$ cat src/rtl/u16u8_pkg.sv
// Shared types, constants and the UTF-8 encoding function of the UTF-16 to UTF-8 transcoder.
package u16u8_pkg;

   localparam int QUEUE_DEPTH = 2;

   localparam logic [15:0] SURR_LO     = 16'hd800;
   localparam logic [15:0] SURR_HI     = 16'hdfff;
   localparam logic [10:0] PLANE_BIAS  = 11'h040;
   localparam logic [20:0] LIMIT_ONE   = 21'h00080;
   localparam logic [20:0] LIMIT_TWO   = 21'h00800;
   localparam logic [20:0] LIMIT_THREE = 21'h10000;
   localparam logic [7:0]  LEAD_TWO    = 8'hc0;
   localparam logic [7:0]  LEAD_THREE  = 8'he0;
   localparam logic [7:0]  LEAD_FOUR   = 8'hf0;
   localparam logic [7:0]  CONT_MARK   = 8'h80;

   // Sequence length minus one.
   typedef enum logic [1:0] {
      LEN_ONE   = 2'd0,
      LEN_TWO   = 2'd1,
      LEN_THREE = 2'd2,
      LEN_FOUR  = 2'd3
   } seq_len_type;

   typedef struct packed {
      logic [3:0][7:0] seq_bytes;
      seq_len_type     seq_len;
   } seq_entry_type;

   function automatic seq_entry_type encode_code_point(input logic [20:0] cp);
      seq_entry_type e;
      e.seq_bytes = '0;
      if (cp < LIMIT_ONE) begin
         e.seq_len      = LEN_ONE;
         e.seq_bytes[0] = {1'b0, cp[6:0]};
      end else if (cp < LIMIT_TWO) begin
         e.seq_len      = LEN_TWO;
         e.seq_bytes[0] = LEAD_TWO | {3'b000, cp[10:6]};
         e.seq_bytes[1] = CONT_MARK | {2'b00, cp[5:0]};
      end else if (cp < LIMIT_THREE) begin
         e.seq_len      = LEN_THREE;
         e.seq_bytes[0] = LEAD_THREE | {4'b0000, cp[15:12]};
         e.seq_bytes[1] = CONT_MARK | {2'b00, cp[11:6]};
         e.seq_bytes[2] = CONT_MARK | {2'b00, cp[5:0]};
      end else begin
         e.seq_len      = LEN_FOUR;
         e.seq_bytes[0] = LEAD_FOUR | {5'b00000, cp[20:18]};
         e.seq_bytes[1] = CONT_MARK | {2'b00, cp[17:12]};
         e.seq_bytes[2] = CONT_MARK | {2'b00, cp[11:6]};
         e.seq_bytes[3] = CONT_MARK | {2'b00, cp[5:0]};
      end
      return e;
   endfunction

endpackage

$ cat src/rtl/utf16_to_utf8_transcoder.sv
// Top level of the UTF-16 to UTF-8 transcoder.
//
//   channel   direction   handshake              payload
//   req_      in          req_valid/req_ready    req_code_unit[15:0], req_last_unit
//   rsp_      out         rsp_valid/rsp_ready    rsp_out_byte[7:0], rsp_last_of_run
//
// Each code unit yields 1 to 3 UTF-8 bytes, or 4 for a surrogate pair (the held half
// yields nothing). The byte serializer at the back end sends one byte per cycle while
// the queue holds an entry and the output is not stalled.
// With the output free, an accepted unit passes through the queue and the output register.
// Synchronous reset clears the held surrogate, the queue and the output valid.
// A stalled output fills the queue, and req_ready drops only when it is full.
module utf16_to_utf8_transcoder #(
   parameter int QUEUE_DEPTH = u16u8_pkg::QUEUE_DEPTH
) (
   input  logic        clock,
   input  logic        reset,
   input  logic        req_valid,
   output logic        req_ready,
   input  logic [15:0] req_code_unit,
   input  logic        req_last_unit,
   output logic        rsp_valid,
   input  logic        rsp_ready,
   output logic [7:0]  rsp_out_byte,
   output logic        rsp_last_of_run
);

   logic                     q_full;
   logic                     q_push;
   u16u8_pkg::seq_entry_type q_push_entry;
   logic                     q_pop;
   logic                     q_head_valid;
   u16u8_pkg::seq_entry_type q_head_entry;

   u16u8_front u_front (
      .clock         (clock),
      .reset         (reset),
      .req_valid     (req_valid),
      .req_ready     (req_ready),
      .req_code_unit (req_code_unit),
      .req_last_unit (req_last_unit),
      .q_full        (q_full),
      .q_push        (q_push),
      .q_push_entry  (q_push_entry)
   );

   u16u8_queue #(
      .DEPTH (QUEUE_DEPTH)
   ) u_queue (
      .clock      (clock),
      .reset      (reset),
      .push       (q_push),
      .push_entry (q_push_entry),
      .pop        (q_pop),
      .full       (q_full),
      .head_valid (q_head_valid),
      .head_entry (q_head_entry)
   );

   u16u8_back u_back (
      .clock           (clock),
      .reset           (reset),
      .head_valid      (q_head_valid),
      .head_entry      (q_head_entry),
      .pop             (q_pop),
      .rsp_valid       (rsp_valid),
      .rsp_ready       (rsp_ready),
      .rsp_out_byte    (rsp_out_byte),
      .rsp_last_of_run (rsp_last_of_run)
   );

endmodule

$ cat src/rtl/u16u8_front.sv
// Front end: accepts code units, pairs surrogates and encodes each code point into a byte sequence.
module u16u8_front (
   input  logic                     clock,
   input  logic                     reset,
   input  logic                     req_valid,
   output logic                     req_ready,
   input  logic [15:0]              req_code_unit,
   input  logic                     req_last_unit,
   input  logic                     q_full,
   output logic                     q_push,
   output u16u8_pkg::seq_entry_type q_push_entry
);

   logic       pending_ff, pending_in;
   logic [9:0] high_bits_ff, high_bits_in;
   logic       accept;
   logic       is_surr;
   logic       hold;
   logic [20:0] code_point;

   assign req_ready = !q_full;
   assign accept    = req_valid && req_ready;
   assign is_surr   = (req_code_unit >= u16u8_pkg::SURR_LO) &&
                      (req_code_unit <= u16u8_pkg::SURR_HI);
   assign hold      = !pending_ff && is_surr && !req_last_unit;

   always_comb begin
      if (pending_ff) begin
         code_point = {{1'b0, high_bits_ff} + u16u8_pkg::PLANE_BIAS, req_code_unit[9:0]};
      end else begin
         code_point = {5'd0, req_code_unit};
      end
   end

   assign q_push       = accept && !hold;
   assign q_push_entry = u16u8_pkg::encode_code_point(code_point);

   always_comb begin
      pending_in   = pending_ff;
      high_bits_in = high_bits_ff;
      if (accept) begin
         pending_in = hold;
         if (hold) begin
            high_bits_in = req_code_unit[9:0];
         end
      end
   end

   always_ff @(posedge clock) begin
      if (reset) begin
         pending_ff   <= 1'b0;
         high_bits_ff <= '0;
      end else begin
         pending_ff   <= pending_in;
         high_bits_ff <= high_bits_in;
      end
   end

endmodule

$ cat src/rtl/u16u8_queue.sv
// Short register queue of encoded byte sequences between front and back ends.
module u16u8_queue #(
   parameter int DEPTH = u16u8_pkg::QUEUE_DEPTH
) (
   input  logic                     clock,
   input  logic                     reset,
   input  logic                     push,
   input  u16u8_pkg::seq_entry_type push_entry,
   input  logic                     pop,
   output logic                     full,
   output logic                     head_valid,
   output u16u8_pkg::seq_entry_type head_entry
);

   localparam int PW = $clog2(DEPTH);
   localparam int CW = $clog2(DEPTH + 1);
   localparam logic [CW-1:0] FULL_COUNT = CW'(DEPTH);
   localparam logic [PW-1:0] LAST_PTR   = PW'(DEPTH - 1);

   u16u8_pkg::seq_entry_type slots_ff [DEPTH];
   logic [PW-1:0] wr_ptr_ff, wr_ptr_in;
   logic [PW-1:0] rd_ptr_ff, rd_ptr_in;
   logic [CW-1:0] count_ff, count_in;

   assign full       = (count_ff == FULL_COUNT);
   assign head_valid = (count_ff != '0);
   assign head_entry = slots_ff[rd_ptr_ff];

   always_comb begin
      wr_ptr_in = wr_ptr_ff;
      rd_ptr_in = rd_ptr_ff;
      count_in  = count_ff;
      if (push) begin
         wr_ptr_in = (wr_ptr_ff == LAST_PTR) ? '0 : wr_ptr_ff + 1'b1;
      end
      if (pop) begin
         rd_ptr_in = (rd_ptr_ff == LAST_PTR) ? '0 : rd_ptr_ff + 1'b1;
      end
      if (push && !pop) begin
         count_in = count_ff + 1'b1;
      end else if (pop && !push) begin
         count_in = count_ff - 1'b1;
      end
   end

   always_ff @(posedge clock) begin
      if (reset) begin
         wr_ptr_ff <= '0;
         rd_ptr_ff <= '0;
         count_ff  <= '0;
      end else begin
         wr_ptr_ff <= wr_ptr_in;
         rd_ptr_ff <= rd_ptr_in;
         count_ff  <= count_in;
      end
   end

   always_ff @(posedge clock) begin
      if (push) begin
         slots_ff[wr_ptr_ff] <= push_entry;
      end
   end

endmodule

$ cat src/rtl/u16u8_back.sv
// Back end: sends queue head bytes one per unstalled cycle via an output register.
module u16u8_back (
   input  logic                     clock,
   input  logic                     reset,
   input  logic                     head_valid,
   input  u16u8_pkg::seq_entry_type head_entry,
   output logic                     pop,
   output logic                     rsp_valid,
   input  logic                     rsp_ready,
   output logic [7:0]               rsp_out_byte,
   output logic                     rsp_last_of_run
);

   logic       rsp_valid_ff, rsp_valid_in;
   logic [7:0] byte_ff, byte_in;
   logic       last_ff, last_in;
   logic [1:0] idx_ff, idx_in;
   logic       load;
   logic       final_byte;

   assign load       = head_valid && (!rsp_valid_ff || rsp_ready);
   assign final_byte = (idx_ff == head_entry.seq_len);
   assign pop        = load && final_byte;

   always_comb begin
      rsp_valid_in = rsp_valid_ff;
      byte_in      = byte_ff;
      last_in      = last_ff;
      idx_in       = idx_ff;
      if (load) begin
         rsp_valid_in = 1'b1;
         byte_in      = head_entry.seq_bytes[idx_ff];
         last_in      = final_byte;
         idx_in       = final_byte ? 2'd0 : idx_ff + 2'd1;
      end else if (rsp_ready) begin
         rsp_valid_in = 1'b0;
      end
   end

   always_ff @(posedge clock) begin
      if (reset) begin
         rsp_valid_ff <= 1'b0;
         idx_ff       <= '0;
      end else begin
         rsp_valid_ff <= rsp_valid_in;
         idx_ff       <= idx_in;
      end
   end

   always_ff @(posedge clock) begin
      byte_ff <= byte_in;
      last_ff <= last_in;
   end

   assign rsp_valid       = rsp_valid_ff;
   assign rsp_out_byte    = byte_ff;
   assign rsp_last_of_run = last_ff;

endmodule

$ cat config.mk
export PLATFORM = sky130hd
export DESIGN_NAME = utf16_to_utf8_transcoder
export DESIGN_NICKNAME = d
export VERILOG_FILES = /design/src/rtl/u16u8_pkg.sv /design/src/rtl/utf16_to_utf8_transcoder.sv /design/src/rtl/u16u8_front.sv /design/src/rtl/u16u8_queue.sv /design/src/rtl/u16u8_back.sv
export SDC_FILE = /design/constraint.sdc
export NUM_CORES = 1
export LEC_CHECK = 0
export BUFFER_PORTS_ARGS = -buffer_cell sky130_fd_sc_hd__buf_4
export CAP_MARGIN = 20
export CELL_PAD_IN_SITES_DETAIL_PLACEMENT = 1
export CELL_PAD_IN_SITES_GLOBAL_PLACEMENT = 1
export CORE_ASPECT_RATIO = 0.75
export CORE_UTILIZATION = 49
export CTS_CLUSTER_DIAMETER = 150
export DETAILED_ROUTE_END_ITERATION = 16
export PLACE_DENSITY = 0.84
export SYNTH_ARGS = -nofsm -noshare
export SYNTH_HDL_FRONTEND = slang
export SYNTH_SLANG_ARGS = --single-unit
$ cat constraint.sdc
create_clock -name clock -period 3.15 [get_ports clock]
set_input_delay 0.63 -clock clock [delete_from_list [all_inputs] [get_ports clock]]
set_output_delay 0.63 -clock clock [all_outputs]
set_load 0.01 [all_outputs]
== Word-level counts from Yosys, hierarchy flattened ==
Memory sizes are Yosys's and may differ from the RTL's. A register that Yosys moved wholly into a read port is not among the register bits.
Index checks and enable logic that the tools add are counted.

* Bits in registers: 27
* Bits in writable memories: 68
* Logic and storage cells: 65
* Memories kept: 1

{| class="wikitable"
|+ Memory list
! name !! depth !! bits a word !! rd ports !! clocked after memory_dff !! write ports !! RTL line !! RTL
|-
| u_queue.slots_ff || 2 || 34 || 1 || 1 || 1 || u16u8_queue.sv:20 || <nowiki>u16u8_pkg::seq_entry_type slots_ff [DEPTH];</nowiki>
|}

* $add $sub $neg: 6
* Magnitude comparators: 6
* Eq/ne operators: 2
* Mux-type cells: 20
* Reduce and logical (&&, ||, !) cells: 21

{| class="wikitable"
|+ Operators by type and width
! kind !! count
|-
| 24-bit two-way mux || 2
|-
| 21-bit by 12-bit less-than comparator with 1-bit output, second input constant || 1
|-
| 21-bit by 17-bit less-than comparator with 1-bit output, second input constant || 1
|-
| 21-bit by 8-bit less-than comparator with 1-bit output, second input constant || 1
|-
| 21-bit two-way mux || 1
|-
| 18-bit two-way mux || 1
|-
| 8-bit binary-select mux with 2-bit select || 1
|-
| 16-bit >= comparator, second input constant || 1
|-
| 16-bit less-or-equal comparator, second input constant || 1
|-
| 16-bit two-way mux || 1
|-
| 8-bit two-way mux || 2
|-
| 10-bit by 7-bit adder with 11-bit output, second input constant || 1
|-
| 10-bit two-way mux || 1
|-
| 1-bit logical AND || 9
|-
| 1-bit two-way mux || 8
|-
| 1-bit logical NOT || 7
|-
| 2-bit two-way mux || 3
|-
| 2-bit nonzero test || 3
|-
| 2-bit by 1-bit adder with 2-bit output, second input constant || 2
|-
| 2-bit by 3-bit less-than comparator with 1-bit output, second input constant || 1
|-
| 1-bit adder, second input constant || 2
|-
| 2-bit == test || 1
|-
| 2-bit == test, second input constant || 1
|-
| 2-bit AND reduction || 1
|-
| 2 further kinds || 2
|}

== Logic depth before layout (Yosys ltp) ==
Gate-level depths: netlist of the first run.

* Depth in word-level cells: 10
* Depth in mapped cells: 9
* Gate-level depth less buffers: 8

== Cells and area by module ==
Synthesis of the first run repeated with hierarchy kept, for this count alone.

* Cells, all modules: 307
* Area, all modules: 4,469.3 um^2

{| class="wikitable"
|+ By module, submodules not included
! module !! instances !! cells an instance !! area each (um^2) !! sequential area each (um^2)
|-
| u16u8_queue || 1 || 128 || 2,662.6 || 2,142.1
|-
| u16u8_front || 1 || 138 || 1,136.1 || 220.2
|-
| u16u8_back || 1 || 41 || 670.6 || 330.3
|}

== Worst setup path after synthesis of the first run ==
Ideal clock, no wire load.

* Path type: input -> register
* Start: in req_code_unit[15]
* End: mem u_queue.slots_ff[0][0] in the netlist's numbering (enable)
* Setup time: 415 ps
* Arrival time: 2,180 ps
* Path slack: 555 ps
* Cell stages on the path: 3
* Buffers on the path: 0
* Cell sequence: or3b_1 -> o211ai_1 -> nor2_1

* Longest elaborated chain between the ends: 8
* Elaborated cells between the ends (all ways): 9
* Those cells by class: order compare: 2; mux: 2; reduce/logical: 5

{| class="wikitable"
|+ RTL lines
! what !! RTL line !! RTL
|-
| from (decl) || utf16_to_utf8_transcoder.sv:20 || <nowiki>input logic [15:0] req_code_unit,</nowiki>
|-
| 16-bit >= comparator / 16-bit less-or-equal comparator (equally long branches) || u16u8_front.sv:23, u16u8_front.sv:24 ||
|-
| 1-bit logical AND * || u16u8_front.sv:23 || <nowiki>assign is_surr = (req_code_unit >= u16u8_pkg::SURR_LO) &&</nowiki>
|-
| 1-bit logical AND * (2 in a row) || u16u8_front.sv:25 || <nowiki>assign hold = !pending_ff && is_surr && !req_last_unit;</nowiki>
|-
| 1-bit logical NOT * || u16u8_front.sv:35 || <nowiki>assign q_push = accept && !hold;</nowiki>
|-
| 1-bit logical AND * || u16u8_front.sv:35 ||
|-
| 1-bit two-way mux * || u16u8_queue.sv:59 || <nowiki>if (push) begin</nowiki>
|-
| 1-bit two-way mux (not written as such) * || u16u8_queue.sv:60 || <nowiki>slots_ff[wr_ptr_ff] <= push_entry;</nowiki>
|-
| to (decl) || u16u8_queue.sv:20 ||
|}

Mark *: on every way between the ends. The rest lies on a longest branch, timed or not.

==> Implementation_results.wiki, run 1 <==
{| class="wikitable"
! Metric !! Value
|-
| Total grt overflow || 0
|-
| Number of CTS-inserted buffers || 9
|-
| Chip Height || 79.3 um
|-
| Peak VDD IR || ~0.27 mV
|-
| Cells along the critical path || mux2_2 > nor4_4 > and3_1 > a22oi_1
|-
| Power, Total || ~3 mW
|-
| Cell taking the most area after synthesis || edfxtp_1
|-
| Clock tree root buffer cell || clkbuf_8
|-
| Maximum clock frequency || ~380 MHz
|-
| Data required time of the critical path || between 3 and 4 ns
|-
| Cell Int Power || ~2.2 mW
|-
| TritonCTS sink count || 86
|-
| Total standard cell area after synthesis || ~0.0039 sq mm
|-
| Commonest cells in the netlist || 67 x edfxtp_1, 19 x dfxtp_1, 19 x nor2_1
|-
| All-Layer GR Usage || a little under a quarter
|-
| Share of flip-flops with an asynchronous set or reset after synthesis || 0%
|-
| Normalized max-slew margin || 46.9%
|-
| Worst-margin pin slew || roughly 0.79 ns
|-
| Total number of vias || roughly 2,500
|-
| Violation count after the first detailed-route iteration || roughly 240
|-
| Syn avg cell area || 14.1 sq um
|-
| H-tree levels || 3
|-
| Setup bufs post-CTS || 0
|-
| Final setup violation count || 0
|-
| First-pass GRT wire length || roughly 14,000 um
|-
| Worst-path cell with the longest stage delay || dfxtp_1
|-
| Clock transition time at the flip-flop clock pins of the worst setup and hold paths || around 0.09 ns
|-
| Fill cells || roughly 750
|-
| Hold Vio Cnt, Final || 0
|-
| Top post-synthesis cells by area || edfxtp_1 51%, dfxtp_1 9.7%, mux4_2 6.9%, mux2i_1 4.1%, mux2_2 3.5%
|-
| Fraction of layout instances using a drive strength above 1 || between 20% and 30%
|-
| Average wire per standard cell || approximately 22 um
|-
| Layout Skew || ~0.0084 ns
|-
| Cells after Synth || around 280
|-
| Sum of routed wire length over all layers || 8990 um
|-
| Sequential group share of total power || between 50% and 60%
|-
| Portion of total power attributed to the clock network || roughly 24%
|-
| Distinct cell type count of the synthesized netlist || just over 50
|-
| Max clock buf depth || 2
|-
| Final critical path time including I/O delays and setup || between 2 and 3 ns
|-
| Arrival time at the worst endpoint || 2.72 ns
|-
| Net Sw Frac || between 20 and 30%
|-
| Number of antenna-violating nets in the routed design || 0
|-
| Worst hold-check slack || around 0.5 ns
|-
| Share of the synthesized area in the top cell type || roughly 51%
|-
| Final worst path period share || a little over four fifths
|-
| Growth of design area from synthesis to finish || 13.0%
|-
| Total half-perimeter wirelength after legalization and detailed placement || between 6000 and 7000 um
|-
| Pin count of the biggest net entering global routing || 30
|-
| Count of standard-cell rows || 27
|-
| Worst-Skew Late Latency || around 0.35 ns
|-
| Areal power density over the cells || 690 mW/mm^2
|-
| Post-Syn Nets || 301
|-
| Leak Pwr || between 1.5 and 2 nW
|-
| Yosys synthesis warning count || 0
|-
| Antenna diode count || 0
|-
| Core area || roughly 0.0075 sq mm
|-
| Critical Path Start Type || flop
|-
| Outcome || completed
|-
| Tightest Hold Check Type || flop to flop
|-
| Pins over their slew limit || 0
|-
| Post-CTS Hold Buffers || 0
|-
| Total negative slack || 0 ns
|-
| Proportion of power drawn by combinational gates || 24.4%
|-
| Global placement routability congestion || ~0.84
|-
| Count of port buffers added during placement || 31
|-
| Share of synthesized area occupied by flip-flops and latches || around three fifths
|-
| I/O pin cnt || 32
|-
| Drt first pass iters || 5
|-
| Die Wd || 105 um
|-
| Fin nets || between 300 and 400
|-
| Max incr delay on CP || ~0.75 ns
|-
| DRC || 0
|-
| Count of maximum capacitance violations || 0
|-
| CP Class || flop to flop
|-
| Setup crit end kind || flop
|-
| Cells resized by post-CTS repair || 0
|-
| Via density || between 6 and 7
|-
| Flop and latch count out of synthesis || between 80 and 90
|-
| Switching pwr || between 0.8 and 0.9 mW
|-
| Die Area || ~0.0083 sq mm
|-
| Number of global-route vias before repair || 2,577
|-
| Setup repair after global routing missed its margin || false
|-
| Number of antenna violations at the first check in global routing || 0
|-
| Highest fanout seen on the critical path || 19
|-
| Post-synth EDFFs || 67
|-
| Leading register cell type out of synthesis || edfxtp_1
|-
| CTS tree || done
|-
| Starting Density || between 50% and 60%
|-
| Cell with the most instances after synthesis || edfxtp_1
|}
[cell families after synthesis]
kind of cell             after synthesis  share of synthesized area (%)
AO/OA/AOI/OAI                         52                           9.51
XOR/XNOR                               7                           1.57
adder cells (fa/ha/maj)                2                          0.640
buffers and inverters                 26                           3.23
flip-flops                            86                           61.2
multiplexers                          40                           14.5
AND/OR/NAND/NOR                       65                           9.35
[power by group through the flow]
stage | clock network [mW] | logic, mW | registers, mW
finish | 0.745 | 0.742 | 1.56
global route | 0.791 | 0.806 | 1.58
CTS | 0.758 | 0.753 | 1.56
detailed placement | 0 | 0.749 | 1.59
global placement | 0 | 0.725 | 1.57
floorplan | 0 | 0.451 | 1.58
[flip-flops by register name (all words and copies together) (netlist names), named ones only]
| register | count |
|---|---|
| u_front.high_bits_ff | 10 |
| u_back.rsp_out_byte | 8 |
| u_back.rsp_valid | 1 |
| u_queue.slots_ff | 58 |
| u_queue.rd_ptr_ff | 1 |
| u_back.idx_ff | 2 |
| u_queue.wr_ptr_ff | 1 |
| u_back.rsp_last_of_run | 1 |
| u_queue.count_ff | 2 |
| u_front.pending_ff | 1 |
[critical path, delay by kind of cell, from the launching register on]
family          cells  cell delay (ns)
compound gates      1             0.18
mux                 1             0.50
flops               1             0.75
simple gates        2             0.94
[metal layers]
layer,up-vias,wire [um],GRT usage (%)
li1,1141,-,-
met1,1303,4030,31.6
met2,88,4350,38.3
met3,12,493,4.76
met4,0,111,6.34
met5,-,0,0
[layout by cell type, fill, tap and decap left out, types with 5 or more instances in the layout]
| cell type | count |
|---|---|
| a21oi_1 | 16 |
| a22o_1 | 6 |
| and2_1 | 7 |
| buf_4 | 37 |
| clkbuf_8 | 9 |
| dfxtp_1 | 19 |
| edfxtp_1 | 67 |
| inv_1 | 9 |
| mux2_2 | 12 |
| mux2i_1 | 16 |
| mux4_2 | 12 |
| nand2_1 | 10 |
| nand2b_1 | 5 |
| nand3_1 | 5 |
| nor2_1 | 18 |
[worst paths after layout]
kind                       from                     end  slack, ns  depth (start not counted)
max reg2reg  u_front.pending_ff  u_queue.slots_ff[1][5]       0.51                          4
min reg2reg   u_queue.rd_ptr_ff       u_queue.rd_ptr_ff       0.50                          2
max          u_front.pending_ff  u_queue.slots_ff[1][5]       0.51                          4
min           u_queue.rd_ptr_ff       u_queue.rd_ptr_ff       0.50                          2
[through the flow]
step	worst slack [ns]	utilization [%]	instances	instance area (sq um)
2_1_floorplan	0.555	-	278	3910
3_3_place_gp	0.645	56.1	399	4230
3_5_place_dp	0.580	56.1	399	4230
4_1_cts	0.551	58.6	415	4420
5_1_grt	0.365	58.6	415	4420
6_report	0.510	58.6	415	4420
[cell type report]
| class | instances | area (sq um) | area share, % |
|---|---|---|---|
| flip-flops and latches | 86 | 2390 | 54.2 |
| multi-input cells | 166 | 1400 | 31.6 |
| repair buffers | 37 | 278 | 6.29 |
| clock buffers | 10 | 128 | 2.89 |
| well taps | 101 | 126 | 2.86 |
| clock inverters | 6 | 62.6 | 1.42 |
| inverters | 9 | 33.8 | 0.765 |
(Power assumes the default switching activity.)
==> inputs of run 2 (changes only) <==
Settings changed: ABC_AREA set to 1, CORE_UTILIZATION 49 to 46, PLACE_DENSITY 0.84 to 0.85.
Clock period 3.15 ns to 2.7 ns, I/O delays scaled along.
==> Implementation_results.wiki, run 2 <==
{| class="wikitable"
! Metric !! Value
|-
| Total negative slack || 0 ns (unchanged)
|-
| Areal power density over the cells || 888 mW/mm^2 (+29%)
|-
| Distinct cell type count of the synthesized netlist || 37 (-27%)
|-
| Syn avg cell area || 9.55 sq um (-32%)
|-
| Count of port buffers added during placement || 31 (unchanged)
|-
| Yosys synthesis warning count || 0 (unchanged)
|-
| Worst setup slack after placement || 0.414 ns (-0.166 ns)
|-
| Total grt overflow || 0 (unchanged)
|-
| Arrival time at the worst endpoint || 2.57 ns (-0.15 ns)
|-
| Cells after Synth || 419 (+51%)
|-
| Outcome || completed
|-
| Via density || 5.64 (-8.0%)
|-
| Setup bufs post-CTS || 0 (unchanged)
|-
| Layout Skew || 0.00415 ns (-0.00424 ns)
|-
| Max incr delay on CP || 0.55 ns (-0.20 ns)
|-
| CP Class || flop to flop
|-
| All-Layer GR Usage || 26.0% (+2.7 points)
|-
| Setup repair after global routing missed its margin || false
|-
| Worst-path cell with the longest stage delay || dfxtp_1
|-
| Drt first pass iters || 4 (-1)
|-
| Register name with the most flops || u_queue.slots_ff
|-
| Worst-Skew Late Latency || 0.34 ns (about the same)
|-
| Post-Syn Nets || 442 (+47%)
|-
| Post-route cell area || 0.00471 sq mm (+6.5%)
|-
| Average wire per standard cell || 18.8 um (-13%)
|-
| Post-synth EDFFs || 67 (unchanged)
|-
| CTS tree || done
|-
| Pins over their slew limit || 0 (unchanged)
|-
| Final worst path period share || 86.8% (+3.0 points)
|-
| Placement-stage cell area || 0.00439 sq mm (+3.9%)
|-
| Sequential group share of total power || 43.1% (-8.1 points)
|-
| Data required time of the critical path || 2.93 ns (-0.30 ns)
|-
| Share of the synthesized area in the top cell type || 50.3% (-1.2 points)
|-
| Setup crit end kind || flop
|-
| Chip Height || 82.8 um (+4.3%)
|-
| Hold Vio Cnt, Final || 0 (unchanged)
|-
| Most Frequent Cell on Critical Path || nand2_1
|-
| Cell Int Power || 2.90 mW (+33%)
|-
| Tightest Hold Check Type || flop to flop
|-
| Fraction of layout instances using a drive strength above 1 || 17.4% (-8.7 points)
|-
| Starting Density || 47.3% (-4.6 points)
|-
| Peak VDD IR || 0.686 mV (+150%)
|-
| Switching pwr || 1.28 mW (+47%)
|-
| First-pass GRT wire length || 17,000 um (+20%)
|-
| Number of CTS-inserted buffers || 9 (unchanged)
|-
| Antenna diode count || 0 (unchanged)
|-
| Highest fanout seen on the critical path || 12 (-7)
|-
| TritonCTS sink count || 86 (unchanged)
|-
| Leak Pwr || 1.86 nW (+18%)
|-
| Core area || 0.00845 sq mm (+12%)
|-
| Leading register cell type out of synthesis || edfxtp_1
|-
| Net Sw Frac || 30.6% (+2.1 points)
|-
| I/O pin cnt || 32 (unchanged)
|-
| Worst-margin pin slew || 0.575 ns (-0.213 ns)
|-
| Sum of routed wire length over all layers || 10,700 um (+19%)
|-
| Clock transition time at the flip-flop clock pins of the worst setup and hold paths || 0.06 ns (-0.03 ns)
|-
| Proportion of power drawn by combinational gates || 25.0% (+0.6 points)
|-
| Final setup violation count || 0 (unchanged)
|-
| Die Wd || 110 um (+4.3%)
|-
| Cell taking the most area after synthesis || edfxtp_1
|-
| Total standard cell area after synthesis || 0.00400 sq mm (+2.4%)
|-
| Global placement routability congestion || 0.921 (+9.4%)
|-
| Top post-synthesis cells by area || edfxtp_1 50%, dfxtp_1 9.5%, nand2_1 7.0%, nor2_1 6.4%, o21ai_0 5.0%
|-
| Share of synthesized area occupied by flip-flops and latches || 59.8% (-1.4 points)
|-
| Count of maximum capacitance violations || 0 (unchanged)
|-
| Number of global-route vias before repair || 3,370 (+31%)
|-
| Pin count of the biggest net entering global routing || 30 (unchanged)
|-
| Normalized max-slew margin || 61.6% (+15 points)
|-
| Most used cells in the layout excluding fill and tap cells || 75 x nand2_1, 68 x nor2_1, 67 x edfxtp_1, 40 x o21ai_0, 39 x buf_4
|-
| Total half-perimeter wirelength after legalization and detailed placement || 7540 um (+22%)
|-
| Violation count after the first detailed-route iteration || 224 (-7.8%)
|-
| Cells along the critical path || inv_1 > nand2_1 > nand2_1 > xor2_1 > nand2_1 > nor2_1 > inv_1 > ha_1 > a21oi_1 > o21ai_0 > o21ai_0 > a21oi_1
|-
| Fin nets || 478 (+44%)
|-
| Die Area || 0.00908 sq mm (+8.8%)
|-
| Cell with the most instances after synthesis || nand2_1
|-
| Clock tree root buffer cell || clkbuf_16
|-
| Growth of design area from synthesis to finish || 17.6%
|-
| Final critical path time including I/O delays and setup || 2.34 ns (-0.297 ns)
|-
| DRC || 0 (unchanged)
|-
| Critical Path Start Type || flop
|-
| Commonest cells in the netlist || 75 x nand2_1, 68 x nor2_1, 67 x edfxtp_1
|-
| Share of flip-flops with an asynchronous set or reset after synthesis || 0% (unchanged)
|-
| Flop and latch count out of synthesis || 86 (unchanged)
|-
| Count of standard-cell rows || 29 (+7.4%)
|-
| Most common cell after layout, fill and taps aside || nand2_1
|-
| Number of antenna violations at the first check in global routing || 0 (unchanged)
|-
| Total number of vias || 3,205 (+26%)
|-
| Cells resized by post-CTS repair || 0 (unchanged)
|-
| Number of antenna-violating nets in the routed design || 0 (unchanged)
|-
| Post-layout worst setup margin || 0.357 ns (-0.153 ns)
|-
| Post-CTS Hold Buffers || 0 (unchanged)
|-
| Max clock buf depth || 2 (unchanged)
|-
| H-tree levels || 3 (unchanged)
|-
| Maximum clock frequency || 427 MHz (+13%)
|-
| Portion of total power attributed to the clock network || 31.9% (+7.5 points)
|-
| Fill cells || 963 (+29%)
|-
| Flip-flop count of the largest register, all copies and words added || 58 (unchanged)
|}
-- run 2: changes by cell type after synthesis, sizes merged, moves of 7 or more --
cell   before  now
nand2      10   79
nor2       20   77
o21ai       4   44
inv         9   40
nand3       5   28
mux2i      16    0
mux2       12    0
mux4       12    0
o22ai       0    8
and2        7    0
-- run 2: kinds of logic after synthesis --
group / synth area share, %
and+or+nand+nor: 21.6
DFF: 59.8
AOI/OAI and AO/OA: 11.6
buffers and inverters: 5.91
xor gates and xnor gates: 0.438
adders and majority gates: 0.625
-- run 2: power by group through the flow --
stage	logic [mW]	registers [mW]	clock network, mW
detailed placement	1.04	1.83	0
global route	1.17	1.82	1.41
CTS	1.05	1.80	1.35
global placement	0.996	1.82	0
finish	1.05	1.80	1.33
floorplan	0.608	1.84	0
-- run 2: cell type report --
type                            count  area [sq um]  share of cell area (%)
Clock inverter                      5          82.6                    1.75
Tap cell                          108           135                    2.87
Clock buffer                       11           233                    4.95
Multi-Input combinational cell    277          1390                    29.5
Sequential cell                    86          2390                    50.8
Inverter                           41           161                    3.43
Timing Repair Buffer               40           313                    6.65
-- run 2: through the flow --
stage | instances | total power, mW | hold slack, ns | util, %
floorplan | 419 | 2.45 | 0.441 | -
global placement | 552 | 2.81 | 0.453 | 51.9
detailed placement | 552 | 2.87 | 0.461 | 51.9
CTS | 568 | 4.21 | 0.469 | 55.7
global route | 568 | 4.40 | 0.479 | 55.7
finish | 568 | 4.18 | 0.470 | 55.7
-- run 2: critical path: cells and delay by family, from the launching register on --
kind                     cells  cell delay, ns
AO/OA/AOI/OAI                4            0.47
adder cells (fa/ha/maj)      1            0.31
XOR/XNOR                     1            0.14
AND/OR/NAND/NOR              4            0.47
buffers and inverters        2            0.30
flip-flops                   1            0.55
-- run 2: worst paths after layout --
check	from	cells after the start	slack, ns	to
min	u_front.high_bits_ff[2]	2	0.47	u_front.high_bits_ff[2]
min reg2reg	u_front.high_bits_ff[2]	2	0.47	u_front.high_bits_ff[2]
max	flop	12	0.36	u_queue.count_ff[1]
max reg2reg	flop	12	0.36	u_queue.count_ff[1]
-- run 2: metal layers --
metal  vias up  track usage, %  part of all wire [%]
li1       1496               -                     -
met1      1611            31.4                    44
met2        77            45.3                    50
met3        21            7.54                   3.8
met4         0            8.00                   1.7
met5         -               0                     0
==> inputs of run 3 (changes only) <==
Settings changed: REMOVE_ABC_BUFFERS set to 1.
==> Implementation_results.wiki, run 3 (synthesis gave the netlist of run 2 again) <==
{| class="wikitable"
! Metric !! Value
|-
| Outcome || completed
|-
| Highest fanout seen on the critical path || 18 (+6)
|-
| Routing layer with the top usage in global route || met2
|-
| Chip Height || 82.8 um (unchanged)
|-
| Total half-perimeter wirelength after legalization and detailed placement || 7430 um (-1.5%)
|-
| Worst setup slack after placement || 0.483 ns (+0.0684 ns)
|-
| Final setup violation count || 0 (unchanged)
|-
| Count of placed standard cells including taps || 554 (+0.36%)
|-
| Fill cells || 967 (+0.42%)
|-
| Normalized max-slew margin || 62.1% (+0.41 points)
|-
| Peak VDD IR || 0.532 mV (-22%)
|-
| Hold Vio Cnt, Final || 0 (unchanged)
|-
| Worst r2r dst || u_queue.count_ff[1]
|-
| Average wire per standard cell || 18.8 um (-0.32%)
|-
| Number of cells on the worst reg-to-reg path || 12 (unchanged)
|-
| Final worst path period share || 82.6% (-4.2 points)
|-
| Number of CTS-inserted buffers || 9 (unchanged)
|-
| GR Util met2 || 40.5% (-4.8 points)
|-
| Cells resized by post-CTS repair || 0 (unchanged)
|-
| Fin nets || 480 (+0.42%)
|-
| All-Layer GR Usage || 25.3% (-0.68 points)
|-
| Starting Density || 47.3% (unchanged)
|-
| Met3 Resource Use GR || 5.81% (-1.7 points)
|-
| Non-Filler Instances || 570 (+0.35%)
|-
| CP Class || flop to flop
|-
| Drt first pass iters || 4 (unchanged)
|-
| Die Wd || 110 um (unchanged)
|-
| TritonCTS sink count || 86 (unchanged)
|-
| Antenna diode count || 0 (unchanged)
|-
| Pins over their slew limit || 0 (unchanged)
|-
| DRC || 0 (unchanged)
|-
| H-tree levels || 3 (unchanged)
|-
| Violation count after the first detailed-route iteration || 191 (-15%)
|-
| Maximum clock frequency || 448 MHz (+5.0%)
|-
| Core area || 0.00845 sq mm (unchanged)
|-
| Setup bufs post-CTS || 0 (unchanged)
|-
| Setup repair after global routing missed its margin || false
|-
| Total number of vias || 3,146 (-1.8%)
|-
| Growth of design area from synthesis to finish || 16.7%
|-
| Die Area || 0.00908 sq mm (unchanged)
|-
| Global placement routability congestion || 0.896 (-2.7%)
|-
| Count of maximum capacitance violations || 0 (unchanged)
|-
| Min-Delay Endpoint || u_front.high_bits_ff[3]
|-
| Post-layout worst setup margin || 0.469 ns (+0.112 ns)
|-
| Max clock buf depth || 2 (unchanged)
|-
| CTS tree || done
|-
| Worst-margin pin slew || 0.568 ns (-0.00616 ns)
|-
| Via density || 5.52 (-2.2%)
|-
| Number of antenna-violating nets in the routed design || 0 (unchanged)
|-
| Critical Path Start Type || flop
|-
| Total negative slack || 0 ns (unchanged)
|-
| Most common cell after layout, fill and taps aside || nand2_1
|-
| Cell depth of the worst min-delay path || 2 (unchanged)
|-
| Fraction of layout instances using a drive strength above 1 || 17.7% (+0.36 points)
|-
| Sum of routed wire length over all layers || 10,700 um (about the same)
|-
| Leak Pwr || 1.84 nW (-1.1%)
|-
| Data required time of the critical path || 2.92 ns (about the same)
|-
| Most used cells in the layout excluding fill and tap cells || 75 x nand2_1, 68 x nor2_1, 67 x edfxtp_1, 41 x buf_4, 40 x o21ai_0
|-
| Register name with the most flops || u_queue.slots_ff
|-
| Arrival time at the worst endpoint || 2.45 ns (-0.12 ns)
|-
| Clock transition time at the flip-flop clock pins of the worst setup and hold paths || 0.06 ns (about the same)
|-
| Worst-Skew Late Latency || 0.34 ns (about the same)
|-
| Areal power density over the cells || 862 mW/mm^2 (-3.0%)
|-
| I/O pin cnt || 32 (unchanged)
|-
| Count of standard-cell rows || 29 (unchanged)
|-
| Worst min-delay path startpoint || u_front.high_bits_ff[3]
|-
| Clock tree root buffer cell || clkbuf_16
|-
| Number of global-route vias before repair || 3,105 (-7.9%)
|-
| Pin count of the biggest net entering global routing || 31 (+3.3%)
|-
| First-pass GRT wire length || 16,300 um (-4.0%)
|-
| Met1 Use GR || 33.4% (+2.0 points)
|-
| Setup slack, reg-to-reg || 0.47 ns (+0.11 ns)
|-
| Flip-flop count of the largest register, all copies and words added || 58 (unchanged)
|-
| Count of port buffers added during placement || 31 (unchanged)
|-
| Post-layout util || 55.2% (-0.46 points)
|-
| Post-CTS Hold Buffers || 0 (unchanged)
|-
| Tightest Hold Check Type || flop to flop
|-
| Number of antenna violations at the first check in global routing || 0 (unchanged)
|-
| Final critical path time including I/O delays and setup || 2.23 ns (-0.112 ns)
|-
| Total grt overflow || 0 (unchanged)
|-
| Layout Skew || 0.00528 ns (+0.00113 ns)
|-
| Setup crit end kind || flop
|}
-- run 3: cell types whose count changed in the layout (fill, tap and decap cells not counted) --
cell,before,now
buf_4,39,41
bufinv_16,2,0
clkbuf_1,2,1
clkinv_4,2,1
clkinvlp_4,0,3
inv_6,1,2
nor3_2,0,1
nor3_4,1,0
nor4_1,1,2
nor4_2,1,0
-- run 3: routing by layer --
metal	wire length (um)	vias to the layer above
met2	5020	92
met5	0	-
met1	4820	1532
met4	231	0
li1	-	1506
met3	615	16
-- run 3: power by group --
group / leakage [nW] / internal (mW) / switching (mW)
clock: 0.126 / 0.628 / 0.515
sequential: 0.771 / 1.72 / 0.0775
combinational: 0.943 / 0.374 / 0.708
total: 1.84 / 2.72 / 1.30
-- run 3: cell type report --
cell class	count	area (sq um)	area share [%]
flip-flops and latches	86	2390	51.3
multi-input cells	277	1380	29.5
repair buffers	42	328	7.02
clock buffers	10	229	4.91
inverters	41	161	3.46
well taps	108	135	2.90
clock inverters	6	45.0	0.965
-- run 3: worst max path at each step --
stage                       start                endpoint  slack [ns]  depth (start not counted)
2_1_floorplan  u_front.pending_ff  u_queue.slots_ff[0][0]       -0.66                          4
3_5_place_dp                 flop     u_queue.count_ff[1]        0.48                         12
4_1_cts                      flop     u_queue.count_ff[1]        0.47                         12
3_3_place_gp    req_code_unit[13]     u_queue.count_ff[1]        0.57                         11
6_report                     flop     u_queue.count_ff[1]        0.47                         12
5_1_grt                      flop     u_queue.count_ff[1]        0.22                         12
-- run 3: critical path, cell delays in order, from the launching register on --
cell and delay (ns):
dfxtp_1 0.37, buf_4 0.25, nand2_1 0.08, nand2_1 0.11, xor2_1 0.15, nand2_1 0.11, nor2_1 0.19, inv_1 0.10
ha_1 0.31, a21oi_1 0.12, o21ai_0 0.11, o21ai_0 0.16, a21oi_1 0.05
-- run 3: metrics by stage --
step           hold WS, ns  power [mW]  area (sq um)
2_1_floorplan        0.435        2.42          3930
3_3_place_gp         0.449        2.83          4390
3_5_place_dp         0.456        2.90          4390
4_1_cts              0.466        4.05          4670
5_1_grt              0.485        4.22          4670
6_report             0.460        4.02          4670
